===== src/hw/rtl/smc_pkg.sv =====
// Shared types, constants and helpers for the sample metadata cache.
// Depends on nothing; imported by every module of the block.
`default_nettype none

package smc_pkg;

    localparam int CACHE_ENTRIES = 8;
    localparam int LIST_MAX      = 8;
    localparam int META_WIDTH    = 64;

    localparam int LIST_FIELDS = 8;
    localparam int LIDX_W      = 3;
    localparam int COUNT_W     = 4;
    localparam int ID_W        = 16;
    localparam int SLOT_W      = 3;
    localparam int META_OUT_W  = 64;
    localparam int ENTRY_W     = $clog2(CACHE_ENTRIES);
    localparam int CNT_W       = ENTRY_W + 1;

    typedef logic [ID_W-1:0]       id_t;
    typedef logic [ENTRY_W-1:0]    entry_t;
    typedef logic [META_WIDTH-1:0] meta_t;
    typedef logic [COUNT_W-1:0]    count_t;

    localparam logic [1:0] CMD_STORE  = 2'd0;
    localparam logic [1:0] CMD_LOOKUP = 2'd1;
    localparam logic [1:0] CMD_PRUNE  = 2'd2;

    typedef struct packed {
        logic [1:0]         cmd;
        logic [ID_W-1:0]    tag_id;
        logic [63:0]        meta_word;
        logic [COUNT_W-1:0] list_count;
        logic [ID_W-1:0]    list_id_0;
        logic [ID_W-1:0]    list_id_1;
        logic [ID_W-1:0]    list_id_2;
        logic [ID_W-1:0]    list_id_3;
        logic [ID_W-1:0]    list_id_4;
        logic [ID_W-1:0]    list_id_5;
        logic [ID_W-1:0]    list_id_6;
        logic [ID_W-1:0]    list_id_7;
    } cmd_item_t;

    typedef struct packed {
        logic                  found;
        logic [META_OUT_W-1:0] meta_out;
        logic [SLOT_W-1:0]     slot_index;
        logic [ID_W-1:0]       newest_id;
    } res_item_t;

    // Control from the sequencer to the entry store
    typedef struct packed {
        logic   rd_en;
        entry_t rd_addr;
        logic   wr_en;
        entry_t wr_addr;
        id_t    wr_id;
        meta_t  wr_meta;
        logic   inv_en;
        entry_t inv_addr;
    } store_req_t;

    // Registered read data from the entry store
    typedef struct packed {
        logic  valid;
        id_t   id;
        meta_t meta;
    } store_rsp_t;

    // Low slot bits of an entry number
    function automatic logic [SLOT_W-1:0] to_slot(input entry_t e);
        logic [ENTRY_W+SLOT_W-1:0] ext;
        ext = {{SLOT_W{1'b0}}, e};
        return ext[SLOT_W-1:0];
    endfunction

    // Zero-extend stored metadata to the result field width
    function automatic logic [META_OUT_W-1:0] widen_meta(input meta_t m);
        logic [META_WIDTH+META_OUT_W-1:0] ext;
        ext = {{META_OUT_W{1'b0}}, m};
        return ext[META_OUT_W-1:0];
    endfunction

endpackage

`default_nettype wire


===== src/hw/rtl/smc_match.sv =====
// Shared id compare unit: is the key among the first count candidates.
// Depends on smc_pkg.
`default_nettype none

module smc_match
    import smc_pkg::*;
(
    input  id_t    key,
    input  id_t    cand [LIST_FIELDS],
    input  count_t count,
    output logic   hit
);

    // Compare the key against every enabled candidate
    always_comb
    begin
        hit = 1'b0;
        for (int e = 0; e < LIST_FIELDS; e++)
        begin
            if ((COUNT_W'(e) < count) && (cand[e] == key))
            begin
                hit = 1'b1;
            end
        end
    end

endmodule

`default_nettype wire


===== src/hw/rtl/smc_store.sv =====
// Entry store: id and metadata memories with one read and one write port,
// plus per-entry valid flops. Depends on smc_pkg.
`default_nettype none

module smc_store
    import smc_pkg::*;
(
    input  logic       clk,
    input  logic       rst_n,
    input  store_req_t req,
    output store_rsp_t rsp
);

    id_t   id_mem   [CACHE_ENTRIES];
    meta_t meta_mem [CACHE_ENTRIES];

    logic [CACHE_ENTRIES-1:0] valid_reg;
    logic                     rd_valid_reg;
    id_t                      rd_id_reg;
    meta_t                    rd_meta_reg;

    // Write and read the entry memories
    always_ff @(posedge clk)
    begin
        if (req.wr_en)
        begin
            id_mem[req.wr_addr]   <= req.wr_id;
            meta_mem[req.wr_addr] <= req.wr_meta;
        end
        if (req.rd_en)
        begin
            rd_id_reg   <= id_mem[req.rd_addr];
            rd_meta_reg <= meta_mem[req.rd_addr];
        end
    end

    // Set valid on write, drop it on invalidate
    always_ff @(posedge clk or negedge rst_n)
    begin
        if (!rst_n)
        begin
            valid_reg    <= '0;
            rd_valid_reg <= 1'b0;
        end
        else
        begin
            if (req.inv_en)
            begin
                valid_reg[req.inv_addr] <= 1'b0;
            end
            if (req.wr_en)
            begin
                valid_reg[req.wr_addr] <= 1'b1;
            end
            if (req.rd_en)
            begin
                rd_valid_reg <= valid_reg[req.rd_addr];
            end
        end
    end

    assign rsp.valid = rd_valid_reg;
    assign rsp.id    = rd_id_reg;
    assign rsp.meta  = rd_meta_reg;

endmodule

`default_nettype wire


===== src/hw/rtl/sample_metadata_cache.sv =====
// Channel   Dir  Payload      Handshake
// cmd       in   cmd_item_t   cmd_valid / cmd_ready
// res       out  res_item_t   res_valid / res_ready
//
// Store and lookup scan every entry before their result; a prune scans, then
// checks the newest id; a truncated prune or an unknown command skips the scan.
// The scan reads one entry per cycle through the store's single read port,
// registered in the store, then compares it in smc_match.
// cmd_ready is high only while idle; a result waiting in the output register
// does not block acceptance, only the final write-back of the next transaction.
// Reset clears valid bits, ring pointer, newest id and all handshake state.
`default_nettype none

module sample_metadata_cache
    import smc_pkg::*;
(
    input  logic      clk,
    input  logic      rst_n,
    input  logic      cmd_valid,
    output logic      cmd_ready,
    input  cmd_item_t cmd_data,
    output logic      res_valid,
    input  logic      res_ready,
    output res_item_t res_data
);

    typedef enum logic [3:0] {
        ST_IDLE   = 4'b0001,
        ST_SCAN   = 4'b0010,
        ST_NEWEST = 4'b0100,
        ST_FINISH = 4'b1000
    } state_t;

    state_t           state_reg, state_next;
    logic [1:0]       op_reg, op_next;
    id_t              want_reg, want_next;
    meta_t            meta_reg, meta_next;
    count_t           count_reg, count_next;
    id_t              list_reg [LIST_FIELDS];
    id_t              list_next [LIST_FIELDS];
    logic [CNT_W-1:0] cnt_reg, cnt_next;
    logic             chk_vld_reg, chk_vld_next;
    entry_t           chk_idx_reg, chk_idx_next;
    logic             hit_reg, hit_next;
    entry_t           slot_reg, slot_next;
    meta_t            hit_meta_reg, hit_meta_next;
    id_t              newest_reg, newest_next;
    entry_t           ring_reg, ring_next;
    logic             res_valid_reg, res_valid_next;
    res_item_t        res_reg, res_next;

    store_req_t       sreq;
    store_rsp_t       srsp;

    id_t              mkey;
    id_t              mcand [LIST_FIELDS];
    count_t           mcount;
    logic             mhit;

    logic             accept;
    logic             issue;
    logic             entry_hit;
    logic             prune_ok;
    logic             out_free;
    count_t           cnt_m1;
    entry_t           wr_slot;

    smc_store u_store (
        .clk   (clk),
        .rst_n (rst_n),
        .req   (sreq),
        .rsp   (srsp)
    );

    smc_match u_match (
        .key   (mkey),
        .cand  (mcand),
        .count (mcount),
        .hit   (mhit)
    );

    assign cmd_ready = (state_reg == ST_IDLE);
    assign accept    = cmd_valid && cmd_ready;
    assign res_valid = res_valid_reg;
    assign res_data  = res_reg;
    assign out_free  = !res_valid_reg || res_ready;
    assign prune_ok  = (count_reg < COUNT_W'(LIST_MAX));
    assign cnt_m1    = count_reg - COUNT_W'(1);
    assign issue     = (state_reg == ST_SCAN) && (cnt_reg < CNT_W'(CACHE_ENTRIES));
    assign wr_slot   = hit_reg ? slot_reg : ring_reg;

    // Feed the shared compare unit: prune checks the list, others one id
    always_comb
    begin
        mkey   = (state_reg == ST_NEWEST) ? newest_reg : srsp.id;
        mcount = (op_reg == CMD_PRUNE) ? count_reg : COUNT_W'(1);
        for (int e = 0; e < LIST_FIELDS; e++)
        begin
            mcand[e] = list_reg[e];
        end
        if (op_reg != CMD_PRUNE)
        begin
            mcand[0] = want_reg;
        end
    end

    assign entry_hit = (state_reg == ST_SCAN) && chk_vld_reg && srsp.valid && mhit;

    // Sequencer: scan entries, adjust newest, write back and load result
    always_comb
    begin
        state_next    = state_reg;
        op_next       = op_reg;
        want_next     = want_reg;
        meta_next     = meta_reg;
        count_next    = count_reg;
        list_next     = list_reg;
        cnt_next      = cnt_reg;
        chk_vld_next  = chk_vld_reg;
        chk_idx_next  = chk_idx_reg;
        hit_next      = hit_reg;
        slot_next     = slot_reg;
        hit_meta_next = hit_meta_reg;
        newest_next   = newest_reg;
        ring_next     = ring_reg;
        res_valid_next = res_valid_reg;
        res_next      = res_reg;

        sreq          = '0;
        sreq.rd_addr  = cnt_reg[ENTRY_W-1:0];
        sreq.wr_addr  = wr_slot;
        sreq.wr_id    = want_reg;
        sreq.wr_meta  = meta_reg;
        sreq.inv_addr = chk_idx_reg;

        // Drop the result once taken
        if (res_valid_reg && res_ready)
        begin
            res_valid_next = 1'b0;
        end

        case (state_reg)
            ST_IDLE:
            begin
                if (accept)
                begin
                    op_next      = cmd_data.cmd;
                    want_next    = cmd_data.tag_id;
                    if ((cmd_data.cmd == CMD_LOOKUP) && (cmd_data.tag_id == '0))
                    begin
                        want_next = newest_reg;
                    end
                    meta_next    = cmd_data.meta_word[META_WIDTH-1:0];
                    count_next   = cmd_data.list_count;
                    list_next[0] = cmd_data.list_id_0;
                    list_next[1] = cmd_data.list_id_1;
                    list_next[2] = cmd_data.list_id_2;
                    list_next[3] = cmd_data.list_id_3;
                    list_next[4] = cmd_data.list_id_4;
                    list_next[5] = cmd_data.list_id_5;
                    list_next[6] = cmd_data.list_id_6;
                    list_next[7] = cmd_data.list_id_7;
                    cnt_next     = '0;
                    chk_vld_next = 1'b0;
                    hit_next     = 1'b0;
                    if ((cmd_data.cmd == CMD_STORE) || (cmd_data.cmd == CMD_LOOKUP) ||
                        ((cmd_data.cmd == CMD_PRUNE) &&
                         (cmd_data.list_count < COUNT_W'(LIST_MAX))))
                    begin
                        state_next = ST_SCAN;
                    end
                    else
                    begin
                        state_next = ST_FINISH;
                    end
                end
            end

            ST_SCAN:
            begin
                // Issue the next entry read
                if (issue)
                begin
                    sreq.rd_en   = 1'b1;
                    cnt_next     = cnt_reg + CNT_W'(1);
                    chk_vld_next = 1'b1;
                    chk_idx_next = cnt_reg[ENTRY_W-1:0];
                end
                else
                begin
                    chk_vld_next = 1'b0;
                end

                // Check the entry read last cycle
                if (op_reg == CMD_PRUNE)
                begin
                    if (chk_vld_reg && srsp.valid && !mhit)
                    begin
                        sreq.inv_en = 1'b1;
                    end
                end
                else if (entry_hit && !hit_reg)
                begin
                    hit_next      = 1'b1;
                    slot_next     = chk_idx_reg;
                    hit_meta_next = srsp.meta;
                end

                if (!issue)
                begin
                    state_next = (op_reg == CMD_PRUNE) ? ST_NEWEST : ST_FINISH;
                end
            end

            ST_NEWEST:
            begin
                // Replace newest when the list no longer holds it
                if (!mhit)
                begin
                    newest_next = (count_reg == '0) ? '0 : list_reg[cnt_m1[LIDX_W-1:0]];
                end
                state_next = ST_FINISH;
            end

            ST_FINISH:
            begin
                if (out_free)
                begin
                    res_valid_next      = 1'b1;
                    res_next.found      = 1'b0;
                    res_next.meta_out   = '0;
                    res_next.slot_index = '0;
                    res_next.newest_id  = newest_reg;
                    case (op_reg)
                        CMD_STORE:
                        begin
                            sreq.wr_en          = 1'b1;
                            res_next.found      = hit_reg;
                            res_next.slot_index = to_slot(wr_slot);
                            res_next.newest_id  = want_reg;
                            newest_next         = want_reg;
                            if (!hit_reg)
                            begin
                                ring_next = (ring_reg == ENTRY_W'(CACHE_ENTRIES - 1)) ?
                                            '0 : ring_reg + ENTRY_W'(1);
                            end
                        end
                        CMD_LOOKUP:
                        begin
                            res_next.found = hit_reg;
                            if (hit_reg)
                            begin
                                res_next.meta_out   = widen_meta(hit_meta_reg);
                                res_next.slot_index = to_slot(slot_reg);
                            end
                        end
                        CMD_PRUNE:
                        begin
                            res_next.found = prune_ok;
                        end
                        default:
                        begin
                            res_next.found = 1'b0;
                        end
                    endcase
                    state_next = ST_IDLE;
                end
            end

            default:
            begin
                state_next = ST_IDLE;
            end
        endcase
    end

    // Control state
    always_ff @(posedge clk or negedge rst_n)
    begin
        if (!rst_n)
        begin
            state_reg     <= ST_IDLE;
            op_reg        <= CMD_STORE;
            cnt_reg       <= '0;
            chk_vld_reg   <= 1'b0;
            hit_reg       <= 1'b0;
            newest_reg    <= '0;
            ring_reg      <= '0;
            res_valid_reg <= 1'b0;
        end
        else
        begin
            state_reg     <= state_next;
            op_reg        <= op_next;
            cnt_reg       <= cnt_next;
            chk_vld_reg   <= chk_vld_next;
            hit_reg       <= hit_next;
            newest_reg    <= newest_next;
            ring_reg      <= ring_next;
            res_valid_reg <= res_valid_next;
        end
    end

    // Payload registers
    always_ff @(posedge clk)
    begin
        want_reg     <= want_next;
        meta_reg     <= meta_next;
        count_reg    <= count_next;
        list_reg     <= list_next;
        chk_idx_reg  <= chk_idx_next;
        slot_reg     <= slot_next;
        hit_meta_reg <= hit_meta_next;
        res_reg      <= res_next;
    end

endmodule

`default_nettype wire


===== config.mk =====
export PLATFORM = sky130hd
export DESIGN_NAME = sample_metadata_cache
export DESIGN_NICKNAME = d
export VERILOG_FILES = /design/src/hw/rtl/smc_pkg.sv /design/src/hw/rtl/smc_match.sv /design/src/hw/rtl/smc_store.sv /design/src/hw/rtl/sample_metadata_cache.sv
export SDC_FILE = /design/constraint.sdc
export NUM_CORES = 1
export LEC_CHECK = 0
export ABC_AREA = 1
export BUFFER_PORTS_ARGS = -buffer_cell sky130_fd_sc_hd__buf_2
export CORE_ASPECT_RATIO = 0.9
export CORE_UTILIZATION = 60
export DETAILED_ROUTE_END_ITERATION = 12
export PLACE_DENSITY = 0.79
export SLEW_MARGIN = 10
export SYNTH_ARGS = -nofsm -noshare
export SYNTH_HDL_FRONTEND = slang
export SYNTH_SLANG_ARGS = --single-unit

===== constraint.sdc =====
create_clock -name clk -period 17.1 [get_ports clk]
set_input_delay 3.42 -clock clk [delete_from_list [all_inputs] [get_ports clk]]
set_output_delay 3.42 -clock clk [all_outputs]
set_load 0.005 [all_outputs]

==> flow_summary.ini <==
[grt]
use_met3_pct = 5.058
grt_use_met1_pct = 36.31
grt_pass1_vias = 27490
grt_first_pass_wirelength_um = 156800
grt_remaining_overflow = 0
groute.usage.overall_pct = 27.29
grt_use_met2_pct = 44.97
top_usage_layer = met2
grt_max_degree = 217
antenna_found_initial = 1

[logic_synthesis]
synth_seq_cells = 1127
synth.top_cells.by_count = edfxtp_1 (1086), nor2_1 (738), o21ai_0 (416), nand2_1 (360), inv_1 (218)
synth_area_sq_um = 44820
syn_area_per_cell_sq_um = 12.63
syn-num-nets = 3772
yosysMostFrequentCell = edfxtp_1
synth.largest_area_cell = edfxtp_1
yosysUniqueCellTypes = 42
yosysSeqAreaShare_pct = 75.06
synth_area_leaders = edfxtp_1 (73%), nor2_1 (6.2%), o21ai_0 (4.6%)
synth_enable_flop_cells = 1086
synth_cells = 3549
async_reset_ff_share_pct = 3.638
ys_warn_count = 0
synth_top_area_share_pct = 72.77
synth_ff_type = edfxtp_1

[status]
status = finished, final reports clean

[drt]
vias = 28630
drt_pass1_iterations = 6
routed_via_density = 5.876
postRouteAntennaNets = 0
drc = 0
drtIter0Drc = 3400
routed_wl_um = 105500
wire_per_inst_um = 21.65

[critical_path]
r2r_setup_slack_ps = 12580
cp-end-kind = flop
cp.required_ps = 17390
reg2reg_depth = 19
setup.worst_path.start_class = primary input
timing.rr.end = hit_meta_reg[37]
cp_max_fo = 92
reg2reg_from = state_reg[1]
crit_type = in2reg
cp.arrival_ps = 5990

[power_and_ir_drop]
power.leakage_nw = 18.58
share_comb_of_total_power_pct = 21.1
p_sw_mw = 2.421
pwr-share-seq_pct = 47.7
internal_power_mw = 5.343
swShare_pct = 31.18
power.total_mw = 7.764
p_per_area_nw_per_um2 = 152.8
ir_drop_mv = 0.1391
pwr-share-clk_pct = 31.1

[timing]
maxSlewViolCount = 0
hold_viol = 0
worst_pin_slew_ps = 1303
skew_ps = 26.75
max-slew-margin-rel_pct = 12.87
final.period_utilization_pct = 33.38
min_period_ps = 5708
fmax_mhz = 175.2
setup_viol = 0
rsz0062_at_grt = false
fin_setup_tns_ps = 0

[floorplanning]
boundaryPins = 304
die_x_um = 290.1
fp.coreArea_sq_um = 73510
die_area_sq_um = 75790
rows = 94
initial_core_util_pct = 60.97
die_height_um = 261.3

[clock_tree]
clk_root_buffer_cell = clkbuf_16
clkSinkCount = 1127
clkLatencyLatePin_ps = 680
cts_tree = done
htree_levels = 3
holdBufCountCts = 0
cts_buffers = 106
cts-resized-gates = 0
clock_path_buffers = 3
clk_pin_slew_worst_paths_ps = 60
postCtsSetupBuffers = 0

[cells_and_area]
nNetsFinal = 4044
largest_reg_flops = 512
stdcell_count = 4872
nFillCells = 4802
area_delta_synth_final_pct = 13.38
drive_gt1_share_pct = 14.22

[worst_hold_path]
whs_endpoint = hit_meta_reg[55]
hp-class = reg2reg
worst_hold_startpoint = u_store.rd_meta_reg[55]
min_path_cells = 0

[place]
globalplace.congestion = 0.9693
io_buffers = 303
place_hpwl_um = 62450
dpl.cell_count = 4673

[run]
cap_viol_max_count = 0
## worst max-delay path by stage
stage	from	end	slack [ps]	cells after the start
2_1_floorplan	cmd_valid	cnt_reg[3]	3160	6
3_3_place_gp	res_ready	u_store.meta_mem[6][62]	10800	10
3_5_place_dp	cmd_valid	list_reg[108]	10750	5
4_1_cts	cmd_valid	list_reg[42]	11430	5
5_1_grt	cmd_valid	want_reg[15]	11270	5
6_report	cmd_valid	list_reg[123]	11390	5
## area by class of cell
cell class	instances	area [sq um]	area share (%)
antenna	1	2.502	0.004925
timing repair buffer	340	1807	3.556
clock inverter	62	770.7	1.517
sequential	1127	33650	66.22
tap	960	1201	2.364
clock buffer	136	2838	5.585
multi-input combinational	2023	9698	19.09
inverter	223	849.6	1.672
## layer usage
metal	vias to the layer above	share of wire, %	wire, um
met2	1398	49	51690
li1	13130	-	-
met3	265	8.4	8830
met4	0	3.9	4122
met1	13840	39	40840
met5	-	0	0
## worst max-delay path: stages
cell	delay (ps)
buf_2	110
inv_1	80
nor2_4	650
buf_4	670
buf_4	960
## cell families (layout without fill, tap and decap cells)
kind of cell / Yosys count / count (layout) / share of synthesized area [%]
adder cells (fa/ha/maj): 5 / 5 / 0.1396
AND/OR/NAND/NOR: 1251 / 1251 / 11.21
buffers and inverters: 399 / 761 / 3.512
other: 0 / 1 / 0
XOR/XNOR: 66 / 66 / 1.290
flip-flops: 1127 / 1127 / 75.06
AO/OA/AOI/OAI: 700 / 700 / 8.766
multiplexers: 1 / 1 / 0.02512
## placed cells by master (no fill, tap or decap), types with 6 or more instances in the layout
cell type,count
buf_2,303
clkbuf_1,25
nor3_1,15
a21oi_1,42
clkbuf_16,108
a32o_1,16
clkinv_2,18
o21ai_0,416
nand2_2,19
nand3_2,6
o21ai_1,8
clkinv_1,18
buf_4,36
o21bai_1,14
nand4_1,10
bufinv_16,15
o22ai_1,84
inv_1,216
edfxtp_1,1086
dfrtp_1,38
o211ai_1,33
a31oi_1,80
nor2_1,726
nand3_1,88
xor2_1,65
nand2_4,7
nor2_4,14
nand2_1,359
## metrics by stage
step | worst slack [ps] | area, sq um | hold WS (ps) | utilization, %
6_report | 11390 | 50810 | 416.1 | 69.13
5_1_grt | 11270 | 50810 | 418.7 | 69.13
4_1_cts | 11430 | 50810 | 415.7 | 69.12
3_5_place_dp | 10750 | 47200 | 404.5 | 64.21
3_3_place_gp | 10800 | 47200 | 400.5 | 64.21
2_1_floorplan | 3163 | 44820 | 400.3 | -
## power by group through the flow
stage	Clock (mW)	Combinational (mW)	Sequential (mW)
after global placement	0	1.56	3.75
after CTS	2.44	1.62	3.70
after global routing	2.54	1.81	3.73
final	2.42	1.64	3.71
after floorplan	0	1.15	3.69
after detailed placement	0	1.61	3.76
No activity file was read; power rests on OpenSTA's default activity.
